### config.mk
export PLATFORM = sky130hd
export DESIGN_NAME = char_lcd_nibble_sequencer_core
export DESIGN_NICKNAME = d
export VERILOG_FILES = /design/src/hw/rtl/lcdns_pkg.sv /design/src/hw/rtl/lcdns_fifo.sv /design/src/hw/rtl/lcdns_front.sv /design/src/hw/rtl/lcdns_back.sv /design/src/hw/rtl/char_lcd_nibble_sequencer_core.sv
export SDC_FILE = /design/constraint.sdc
export NUM_CORES = 1
export LEC_CHECK = 0
export ABC_AREA = 1
export BUFFER_PORTS_ARGS = -buffer_cell sky130_fd_sc_hd__buf_4
export CORE_UTILIZATION = 48
export CTS_CLUSTER_DIAMETER = 40
export DETAILED_ROUTE_END_ITERATION = 10
export PLACE_DENSITY = 0.69
export SLEW_MARGIN = 25
export SYNTH_ARGS = -nofsm -noshare
export SYNTH_HDL_FRONTEND = slang
export SYNTH_SLANG_ARGS = --single-unit
### constraint.sdc
create_clock -name clk_i -period 2.14 [get_ports clk_i]
set_input_delay 0.214 -clock clk_i [delete_from_list [all_inputs] [get_ports clk_i]]
set_output_delay 0.214 -clock clk_i [all_outputs]
set_load 0.02 [all_outputs]
### src/hw/rtl/lcdns_pkg.sv
// shared types and constants for the character lcd nibble sequencer
`timescale 1ns / 1ps

package lcdns_pkg;

  // request operation codes
  typedef enum logic [2:0] {
    OP_INIT      = 3'd0,
    OP_PUT_CHAR  = 3'd1,
    OP_GOTO      = 3'd2,
    OP_CLEAR     = 3'd3,
    OP_BACKLIGHT = 3'd4
  } op_e;

  // configuration register indexes
  typedef enum logic [1:0] {
    CFG_BYTE_WAIT  = 2'd0,
    CFG_CLEAR_WAIT = 2'd1,
    CFG_POWER_WAIT = 2'd2,
    CFG_STEP_WAIT  = 2'd3
  } cfg_idx_e;

  // what the back end has to run for one queued command
  typedef enum logic [1:0] {
    CMD_INIT,
    CMD_BYTE,
    CMD_BACKLIGHT
  } cmd_kind_e;

  localparam int unsigned WaitW = 16;
  localparam int unsigned EvtWaitW = 17;

  localparam logic [7:0] LcdFuncSet = 8'h28;
  localparam logic [7:0] LcdDispOn  = 8'h0C;
  localparam logic [7:0] LcdClear   = 8'h01;
  localparam logic [7:0] LcdEntry   = 8'h06;
  localparam logic [7:0] LcdDdram   = 8'h80;

  localparam logic [3:0] NibWake    = 4'h3;
  localparam logic [3:0] NibFourBit = 4'h2;

  localparam logic [WaitW-1:0] ByteWaitRst  = 16'd80;
  localparam logic [WaitW-1:0] ClearWaitRst = 16'd2000;
  localparam logic [WaitW-1:0] PowerWaitRst = 16'd30000;
  localparam logic [WaitW-1:0] StepWaitRst  = 16'd5000;

  typedef struct packed {
    logic [WaitW-1:0] byte_wait;
    logic [WaitW-1:0] clear_wait;
    logic [WaitW-1:0] power_wait;
    logic [WaitW-1:0] step_wait;
  } cfg_t;

  typedef struct packed {
    cmd_kind_e  kind;
    logic       sel;
    logic       bl;
    logic       clr;
    logic [7:0] byte_val;
  } cmd_t;

  typedef struct packed {
    logic [3:0]          nib;
    logic                sel;
    logic                bl;
    logic                strobe;
    logic [EvtWaitW-1:0] wait_us;
    logic                last;
  } evt_t;

endpackage

### src/hw/rtl/lcdns_fifo.sv
// small first-in first-out queue of fixed-width beats
`timescale 1ns / 1ps

module lcdns_fifo #(
  parameter int unsigned Width = 8,
  parameter int unsigned Depth = 2
) (
  input  logic             clk_i,
  input  logic             rst_ni,
  input  logic             push_i,
  input  logic [Width-1:0] wdata_i,
  output logic             full_o,
  input  logic             pop_i,
  output logic [Width-1:0] rdata_o,
  output logic             empty_o
);

  localparam int unsigned PtrW = (Depth > 1) ? $clog2(Depth) : 1;
  localparam int unsigned CntW = $clog2(Depth + 1);

  logic [Width-1:0] mem_q [Depth];
  logic [PtrW-1:0]  wr_ptr_q, wr_ptr_d;
  logic [PtrW-1:0]  rd_ptr_q, rd_ptr_d;
  logic [CntW-1:0]  count_q, count_d;
  logic             do_push, do_pop;

  assign full_o  = (count_q == CntW'(Depth));
  assign empty_o = (count_q == '0);
  assign do_push = push_i && !full_o;
  assign do_pop  = pop_i && !empty_o;
  assign rdata_o = mem_q[rd_ptr_q];

  always_comb begin
    wr_ptr_d = wr_ptr_q;
    rd_ptr_d = rd_ptr_q;
    count_d  = count_q;
    if (do_push) begin
      wr_ptr_d = (wr_ptr_q == PtrW'(Depth - 1)) ? '0 : wr_ptr_q + 1'b1;
    end
    if (do_pop) begin
      rd_ptr_d = (rd_ptr_q == PtrW'(Depth - 1)) ? '0 : rd_ptr_q + 1'b1;
    end
    if (do_push && !do_pop) begin
      count_d = count_q + 1'b1;
    end else if (do_pop && !do_push) begin
      count_d = count_q - 1'b1;
    end
  end

  always_ff @(posedge clk_i or negedge rst_ni) begin
    if (!rst_ni) begin
      wr_ptr_q <= '0;
      rd_ptr_q <= '0;
      count_q  <= '0;
    end else begin
      wr_ptr_q <= wr_ptr_d;
      rd_ptr_q <= rd_ptr_d;
      count_q  <= count_d;
    end
  end

  always_ff @(posedge clk_i) begin
    if (do_push) begin
      mem_q[wr_ptr_q] <= wdata_i;
    end
  end

endmodule

### src/hw/rtl/lcdns_front.sv
// request decoder: turns an operation into a queued command record
`timescale 1ns / 1ps

module lcdns_front (
  input  logic [2:0]      op_i,
  input  logic [7:0]      data_i,
  output logic            cmd_valid_o,
  output lcdns_pkg::cmd_t cmd_o
);

  always_comb begin
    cmd_valid_o    = 1'b1;
    cmd_o.kind     = lcdns_pkg::CMD_BYTE;
    cmd_o.sel      = 1'b0;
    cmd_o.bl       = (data_i != 8'd0);
    cmd_o.clr      = 1'b0;
    cmd_o.byte_val = data_i;
    case (op_i)
      lcdns_pkg::OP_INIT: begin
        cmd_o.kind = lcdns_pkg::CMD_INIT;
      end
      lcdns_pkg::OP_PUT_CHAR: begin
        cmd_o.sel = 1'b1;
      end
      lcdns_pkg::OP_GOTO: begin
        // wraps mod 256
        cmd_o.byte_val = lcdns_pkg::LcdDdram + data_i;
      end
      lcdns_pkg::OP_CLEAR: begin
        cmd_o.byte_val = lcdns_pkg::LcdClear;
        cmd_o.clr      = 1'b1;
      end
      lcdns_pkg::OP_BACKLIGHT: begin
        cmd_o.kind = lcdns_pkg::CMD_BACKLIGHT;
      end
      default: begin
        // unknown ops are taken and dropped
        cmd_valid_o = 1'b0;
      end
    endcase
  end

endmodule

### src/hw/rtl/lcdns_back.sv
// event sequencer: command to pin events, one per unstalled cycle
`timescale 1ns / 1ps

module lcdns_back (
  input  logic            clk_i,
  input  logic            rst_ni,
  input  lcdns_pkg::cfg_t cfg_i,
  input  lcdns_pkg::cmd_t cmd_i,
  input  logic            cmd_empty_i,
  output logic            cmd_pop_o,
  input  logic            evt_full_i,
  output logic            evt_push_o,
  output lcdns_pkg::evt_t evt_o
);

  typedef enum logic [2:0] {
    W_NONE,
    W_POWER,
    W_STEP,
    W_BYTE,
    W_CLEAR
  } wait_sel_e;

  localparam logic [3:0] InitLastStep = 4'd12;
  localparam logic [3:0] InitByteStep = 4'd5;

  logic [3:0] step_q, step_d;
  logic [3:0] nib_q;
  logic       sel_q;
  logic       bl_q;
  logic       fire;
  logic [2:0] ib_idx;
  logic [7:0] ib_byte;
  wait_sel_e  wsel;

  assign fire       = !cmd_empty_i && !evt_full_i;
  assign evt_push_o = fire;
  assign cmd_pop_o  = fire && evt_o.last;
  assign ib_idx     = 3'(step_q - InitByteStep);

  always_comb begin
    case (ib_idx[2:1])
      2'd0:    ib_byte = lcdns_pkg::LcdFuncSet;
      2'd1:    ib_byte = lcdns_pkg::LcdDispOn;
      2'd2:    ib_byte = lcdns_pkg::LcdClear;
      default: ib_byte = lcdns_pkg::LcdEntry;
    endcase
  end

  always_comb begin
    evt_o.nib    = nib_q;
    evt_o.sel    = cmd_i.sel;
    evt_o.bl     = bl_q;
    evt_o.strobe = 1'b1;
    evt_o.last   = 1'b0;
    wsel         = W_NONE;
    case (cmd_i.kind)
      lcdns_pkg::CMD_INIT: begin
        evt_o.last = (step_q == InitLastStep);
        case (step_q)
          4'd0: begin
            // power-on wait, no strobe; nibble and backlight unchanged
            evt_o.strobe = 1'b0;
            wsel         = W_POWER;
          end
          4'd1: begin
            evt_o.nib = lcdns_pkg::NibWake;
            wsel      = W_POWER;
          end
          4'd2, 4'd3: begin
            evt_o.nib = lcdns_pkg::NibWake;
            wsel      = W_STEP;
          end
          4'd4: begin
            evt_o.nib = lcdns_pkg::NibFourBit;
            wsel      = W_STEP;
          end
          default: begin
            if (!ib_idx[0]) begin
              evt_o.nib = ib_byte[7:4];
            end else begin
              evt_o.nib = ib_byte[3:0];
              wsel      = (ib_byte == lcdns_pkg::LcdClear) ? W_CLEAR : W_BYTE;
            end
          end
        endcase
      end
      lcdns_pkg::CMD_BYTE: begin
        if (!step_q[0]) begin
          evt_o.nib = cmd_i.byte_val[7:4];
        end else begin
          evt_o.nib  = cmd_i.byte_val[3:0];
          evt_o.last = 1'b1;
          wsel       = cmd_i.clr ? W_CLEAR : W_BYTE;
        end
      end
      default: begin
        evt_o.sel    = sel_q;
        evt_o.bl     = cmd_i.bl;
        evt_o.strobe = 1'b0;
        evt_o.last   = 1'b1;
      end
    endcase

    case (wsel)
      W_POWER: evt_o.wait_us = {1'b0, cfg_i.power_wait};
      W_STEP:  evt_o.wait_us = {1'b0, cfg_i.step_wait};
      W_BYTE:  evt_o.wait_us = {1'b0, cfg_i.byte_wait};
      W_CLEAR: evt_o.wait_us = {1'b0, cfg_i.byte_wait} + {1'b0, cfg_i.clear_wait};
      default: evt_o.wait_us = '0;
    endcase
  end

  always_comb begin
    step_d = step_q;
    if (fire) begin
      step_d = evt_o.last ? 4'd0 : step_q + 4'd1;
    end
  end

  always_ff @(posedge clk_i or negedge rst_ni) begin
    if (!rst_ni) begin
      step_q <= '0;
      nib_q  <= '0;
      sel_q  <= 1'b0;
      bl_q   <= 1'b0;
    end else begin
      step_q <= step_d;
      if (fire) begin
        nib_q <= evt_o.nib;
        sel_q <= evt_o.sel;
        bl_q  <= evt_o.bl;
      end
    end
  end

`ifndef SYNTHESIS
  a_pop_on_last: assert property (@(posedge clk_i) disable iff (!rst_ni)
    cmd_pop_o |-> (evt_push_o && evt_o.last))
    else $error("command retired without its last beat");

  a_step_range: assert property (@(posedge clk_i) disable iff (!rst_ni)
    step_q <= InitLastStep)
    else $error("sequencer step out of range");

  a_no_push_full: assert property (@(posedge clk_i) disable iff (!rst_ni)
    evt_push_o |-> !evt_full_i)
    else $error("event pushed into full queue");

  a_step_restart: assert property (@(posedge clk_i) disable iff (!rst_ni)
    cmd_pop_o |=> (step_q == 4'd0))
    else $error("step not cleared after command retired");
`endif

endmodule

### src/hw/rtl/char_lcd_nibble_sequencer_core.sv
// top level of the character lcd nibble sequencer
`timescale 1ns / 1ps

// Drives a 4-bit character LCD. Each request (init, put character, goto, clear,
// backlight) is pushed into a command queue and expanded by the sequencer into
// pin events that come out of a result queue, one event per clock cycle while
// the result queue has room: init gives 13 events, put character, goto and
// clear give 2, backlight gives 1, and unknown ops are taken and give none.
// The single event sequencer works on one request at a time; a new request is
// taken every cycle while the command queue is not full. Timing registers may
// only be written while no request is in flight.
module char_lcd_nibble_sequencer_core #(
  parameter int unsigned CmdDepth = 2,
  parameter int unsigned EvtDepth = 2
) (
  input  logic        clk_i,
  input  logic        rst_ni,
  input  logic        push,
  output logic        full,
  input  logic [2:0]  op_i,
  input  logic [7:0]  data_i,
  output logic        empty,
  input  logic        pop,
  output logic [3:0]  data_nibble_o,
  output logic        reg_select_o,
  output logic        backlight_o,
  output logic        strobe_res_o,
  output logic [16:0] wait_us_o,
  output logic        last_o,
  input  logic        cfg_we_i,
  input  logic [1:0]  cfg_idx_i,
  input  logic [15:0] cfg_wdata_i
);

  lcdns_pkg::cfg_t cfg_q;
  lcdns_pkg::cmd_t front_cmd, head_cmd;
  lcdns_pkg::evt_t back_evt, out_evt;
  logic            front_valid;
  logic            cmd_empty, cmd_pop;
  logic            evt_full, evt_push;

  always_ff @(posedge clk_i or negedge rst_ni) begin
    if (!rst_ni) begin
      cfg_q.byte_wait  <= lcdns_pkg::ByteWaitRst;
      cfg_q.clear_wait <= lcdns_pkg::ClearWaitRst;
      cfg_q.power_wait <= lcdns_pkg::PowerWaitRst;
      cfg_q.step_wait  <= lcdns_pkg::StepWaitRst;
    end else if (cfg_we_i) begin
      case (cfg_idx_i)
        lcdns_pkg::CFG_BYTE_WAIT:  cfg_q.byte_wait  <= cfg_wdata_i;
        lcdns_pkg::CFG_CLEAR_WAIT: cfg_q.clear_wait <= cfg_wdata_i;
        lcdns_pkg::CFG_POWER_WAIT: cfg_q.power_wait <= cfg_wdata_i;
        lcdns_pkg::CFG_STEP_WAIT:  cfg_q.step_wait  <= cfg_wdata_i;
        default: ;
      endcase
    end
  end

  lcdns_front u_front (
    .op_i        (op_i),
    .data_i      (data_i),
    .cmd_valid_o (front_valid),
    .cmd_o       (front_cmd)
  );

  lcdns_fifo #(
    .Width ($bits(lcdns_pkg::cmd_t)),
    .Depth (CmdDepth)
  ) u_cmd_fifo (
    .clk_i   (clk_i),
    .rst_ni  (rst_ni),
    .push_i  (push && front_valid),
    .wdata_i (front_cmd),
    .full_o  (full),
    .pop_i   (cmd_pop),
    .rdata_o (head_cmd),
    .empty_o (cmd_empty)
  );

  lcdns_back u_back (
    .clk_i       (clk_i),
    .rst_ni      (rst_ni),
    .cfg_i       (cfg_q),
    .cmd_i       (head_cmd),
    .cmd_empty_i (cmd_empty),
    .cmd_pop_o   (cmd_pop),
    .evt_full_i  (evt_full),
    .evt_push_o  (evt_push),
    .evt_o       (back_evt)
  );

  lcdns_fifo #(
    .Width ($bits(lcdns_pkg::evt_t)),
    .Depth (EvtDepth)
  ) u_evt_fifo (
    .clk_i   (clk_i),
    .rst_ni  (rst_ni),
    .push_i  (evt_push),
    .wdata_i (back_evt),
    .full_o  (evt_full),
    .pop_i   (pop),
    .rdata_o (out_evt),
    .empty_o (empty)
  );

  assign data_nibble_o = out_evt.nib;
  assign reg_select_o  = out_evt.sel;
  assign backlight_o   = out_evt.bl;
  assign strobe_res_o  = out_evt.strobe;
  assign wait_us_o     = out_evt.wait_us;
  assign last_o        = out_evt.last;

endmodule
==> flow_metrics.tcl <==
set metrics [dict create \
    yosys.area.top_type_share_pct 28.5 \
    routed_wire_length_per_instance_um 15.0 \
    min-delay-start "cfg_wdata_i[9]" \
    synthesis.area_sq_um 8000 \
    period_minus_ws_final_ns 2.11 \
    critical_path.most_common_cell "sky130_fd_sc_hd__nor2_1" \
    synth-seq-cells 158 \
    adder_cell_fraction_of_synth_area_pct 3.85 \
    syn_to_final_growth_pct 23.2 \
    setup_slack_ns 0.0270 \
    synth-seq-area-share_pct 54.5 \
    setup.worst_path.end_class "flop" \
    r2r_start "u_back.step_q[0]" \
    ios 61 \
    max_cap_viol_count 0 \
    cts_tree "yes" \
    slew_viol_final 0 \
    synth_edf_count 76 \
    ant_nets 0 \
    rrSetupSlack_ns 0.03 \
    grt_usage_pct 23.9 \
    post_synth_main_area_contributors "sky130_fd_sc_hd__edfxtp_1 29%, sky130_fd_sc_hd__dfrtp_1 19%, sky130_fd_sc_hd__nand2_1 14%" \
    post_synth_inst_count 950 \
    cts_buffer_depth 2 \
    rsz_0062_raised_after_global_routing "yes" \
    most_common_library_cells_after_synthesis "293 x sky130_fd_sc_hd__nand2_1, 137 x sky130_fd_sc_hd__inv_1, 98 x sky130_fd_sc_hd__nor2_1" \
    finalHoldViolCount 0 \
    fraction_of_synthesized_area_in_multiplexers_pct 0 \
    drive_gt1_share_pct 20.1 \
    globalplace.congestion 0.915 \
    finalInstanceArea_sq_um 9850 \
    fp.dieW_um 131 \
    critical-path-slowest-cell "sky130_fd_sc_hd__dfrtp_2" \
    worst_r2r_path_depth 13 \
    die_outline_area_sq_um 17200 \
    cts-buffers-inserted 17 \
    synth_simple_gate_area_share_pct 24.1 \
    nets 1111 \
    grt_pass1_wl_mm 30.7 \
    pin_count_of_the_biggest_net_entering_global_routing 48 \
    cts.root.buffer_cell "sky130_fd_sc_hd__clkbuf_16" \
    grt_pass1_vias 6208 \
    start_kind "flop" \
    synth_compound_area_share_pct 8.01 \
    detailed_place.area_sq_um 8980 \
    worst_hold_endpoint "cfg_q[41]" \
    crit-reg2reg-capture "u_evt_fifo.mem_q[0][16]" \
    post_drt_via_cell_ratio 5.02 \
    finalSetupViolCount 0 \
    buffer_ports.inserted 60 \
    dp_worst_setup_slack_ns -0.0537 \
    htree_num_levels 4 \
    power_per_cell_area_nw_per_um2 1480 \
    critical_path_required_ns 2.32 \
    synth_most_common_cell "sky130_fd_sc_hd__nand2_1" \
    finClkSkew_ns 0.00724 \
    worst-path-buf-inv 3 \
    detailedRoute.firstIterationViolations 447 \
    path_clk_slew_ns 0.07 \
    final.fill_count 1394 \
    worst_hold_path.num_cells 3 \
    firstDrtPassIters 5 \
    drt_drc_violations_left 0 \
    routed.top_layer "met4" \
    die-height_um 131 \
    power.static_leakage_nw 4.77 \
    path_class "flop to flop" \
    async_flop_share_pct 51.9 \
    timing.critical_path.arrival_ns 2.29 \
    synth_ff_type "sky130_fd_sc_hd__edfxtp_1" \
    fmax_ghz 0.473 \
    main_combinational_cell_family_by_area_after_synthesis "simple AND/OR/NAND/NOR gates" \
    diodes 0 \
    synthesis.area_per_instance_sq_um 8.42 \
    core_area_sq_um 16100 \
    worst_ir_drop_vdd_mv 0.721 \
    hold_path_class "input pin to flop" \
    fin_tns_setup_ns 0 \
    initial_core_util_pct 49.8 \
    post_synth_num_cell_types 41 \
    fin_worst_hold_slack_ns 0.0758 \
    synth_xor_xnor_area_share_pct 1.42 \
    timing.critical_path.max_delay_family "simple AND/OR/NAND/NOR gates" \
    finalCritPeriodShare_pct 98.7 \
    postRouteWirelength_mm 19.3 \
    transition_time_at_the_pin_with_the_least_slew_margin_ns 0.525 \
    synth.yosys.warnings 0 \
    met3_wirelength_um 970 \
    total_number_of_vias 6438 \
    run_status "finished clean" \
    worstSkewPairLatency_ns 0.43 \
    gr_ovfl_total 0 \
    crit_fanout 8 \
    fp-row-count 46 \
    relSlewSlack_pct 65.0 \
    initial_antenna_violation_count 0 \
    route.layer.met1.wl_mm 8.98 \
    clock_sinks 158 \
    syn_nets 1008 \
    synth_top_area_cell "sky130_fd_sc_hd__edfxtp_1" \
    dpl.hpwl_mm 12.7 \
    worst_path_largest_cell_delay_ns 0.44 \
    power_mw 14.6 \
    cp_cell_sequence "inv_6, ha_1, inv_1, nand2_1, nand3_2, nand2_2, nor2_2, nor2_1, nand4_4, buf_6, nor2_1, nor2_1, nand2_1" \
    dr_wl_met2_mm 8.98 \
]
## placed cells by master, fill, tap and decap left out, types with 3 or more instances in the layout
cell type	count
sky130_fd_sc_hd__clkinvlp_4	3
sky130_fd_sc_hd__ha_1	17
sky130_fd_sc_hd__inv_1	135
sky130_fd_sc_hd__clkbuf_16	17
sky130_fd_sc_hd__nand2_2	6
sky130_fd_sc_hd__o21ai_1	3
sky130_fd_sc_hd__nand2_1	286
sky130_fd_sc_hd__dfrtp_1	60
sky130_fd_sc_hd__edfxtp_1	76
sky130_fd_sc_hd__o22ai_1	4
sky130_fd_sc_hd__nand3_2	4
sky130_fd_sc_hd__dfstp_2	20
sky130_fd_sc_hd__bufinv_16	3
sky130_fd_sc_hd__nand3_1	44
sky130_fd_sc_hd__xor2_1	11
sky130_fd_sc_hd__nor2_1	89
sky130_fd_sc_hd__nand2_4	6
sky130_fd_sc_hd__nand4_1	4
sky130_fd_sc_hd__o21ai_0	83
sky130_fd_sc_hd__nor3_1	4
sky130_fd_sc_hd__a21oi_1	14
sky130_fd_sc_hd__nand3b_1	3
sky130_fd_sc_hd__o21ai_2	3
sky130_fd_sc_hd__buf_12	5
sky130_fd_sc_hd__inv_6	7
sky130_fd_sc_hd__buf_4	99
sky130_fd_sc_hd__nor2_2	10
sky130_fd_sc_hd__and2_1	4
sky130_fd_sc_hd__inv_2	4
sky130_fd_sc_hd__ha_2	4
## metal layers
layer	up-vias	track usage (%)
li1	3239	-
met1	3005	32.2
met2	165	38.4
met3	29	5.19
met4	0	8.32
met5	-	0
## stage by stage
| step | cells | utilization (%) |
|---|---|---|
| after floorplan | 950 | - |
| after global placement | 1239 | 55.9 |
| after detailed placement | 1239 | 55.9 |
| after CTS | 1272 | 59.9 |
| after global routing | 1282 | 61.4 |
| final | 1282 | 61.4 |
## sequential cells by signal (all words and copies together), names as in the netlist, 2 cells and up
| name | flops |
|---|---|
| cfg_q | 64 |
| u_cmd_fifo.count_q | 2 |
| u_cmd_fifo.mem_q | 26 |
| u_back.nib_q | 4 |
| u_back.step_q | 4 |
| u_evt_fifo.count_q | 2 |
| u_evt_fifo.mem_q | 50 |
## cell type report
cell class / instances / area [sq um] / share of cell area [%]
Clock inverter: 14 / 179 / 1.82
Timing Repair Buffer: 106 / 865 / 8.77
Sequential cell: 158 / 4360 / 44.3
Tap cell: 216 / 270 / 2.74
Multi-Input combinational cell: 629 / 3220 / 32.6
Clock buffer: 18 / 429 / 4.36
Inverter: 141 / 534 / 5.42
## report_power, final
part / switching [mW] / internal, mW / total [mW]
combinational: 4.19 / 2.40 / 6.59
sequential: 0.405 / 4.51 / 4.92
clock: 1.26 / 1.85 / 3.12
total: 5.86 / 8.77 / 14.6
## worst register-to-register path, stage by stage (launching register included)
cell	delay, ns
sky130_fd_sc_hd__dfrtp_2	0.44
sky130_fd_sc_hd__inv_6	0.06
sky130_fd_sc_hd__ha_1	0.20
sky130_fd_sc_hd__inv_1	0.05
sky130_fd_sc_hd__nand2_1	0.08
sky130_fd_sc_hd__nand3_2	0.11
sky130_fd_sc_hd__nand2_2	0.11
sky130_fd_sc_hd__nor2_2	0.14
sky130_fd_sc_hd__nor2_1	0.09
sky130_fd_sc_hd__nand4_4	0.09
sky130_fd_sc_hd__buf_6	0.17
sky130_fd_sc_hd__nor2_1	0.06
sky130_fd_sc_hd__nor2_1	0.18
sky130_fd_sc_hd__nand2_1	0.09
## worst max-delay path by stage
stage / startpoint / end / slack [ns] / depth (start not counted)
after floorplan: u_back.step_q[0] / u_cmd_fifo.count_q[1] / -0.008 / 12
after global placement: u_back.step_q[0] / u_evt_fifo.mem_q[0][11] / 0.02 / 13
after detailed placement: u_back.step_q[0] / u_evt_fifo.mem_q[0][10] / -0.05 / 13
after CTS: cfg_q[32] / u_evt_fifo.mem_q[0][15] / 0.01 / 12
after global routing: u_back.step_q[0] / u_evt_fifo.mem_q[0][11] / -0.04 / 13
final: u_back.step_q[0] / u_evt_fifo.mem_q[0][16] / 0.03 / 13
## logic make-up after synthesis
group,after synthesis
fa+ha+maj,24
compound gates,119
simple gates,469
xor+xnor,13
buf+inv,167
flops,158
## what timing repair did
action,in CTS,in global routing
hold buffers,1,0
cloned,0,4
buffers inserted,0,6
pin swaps,0,14
endpoints found under the hold margin,25,0
gates resized for setup,7,42
setup endpoints to repair,35,35
(Power assumes the default switching activity.)
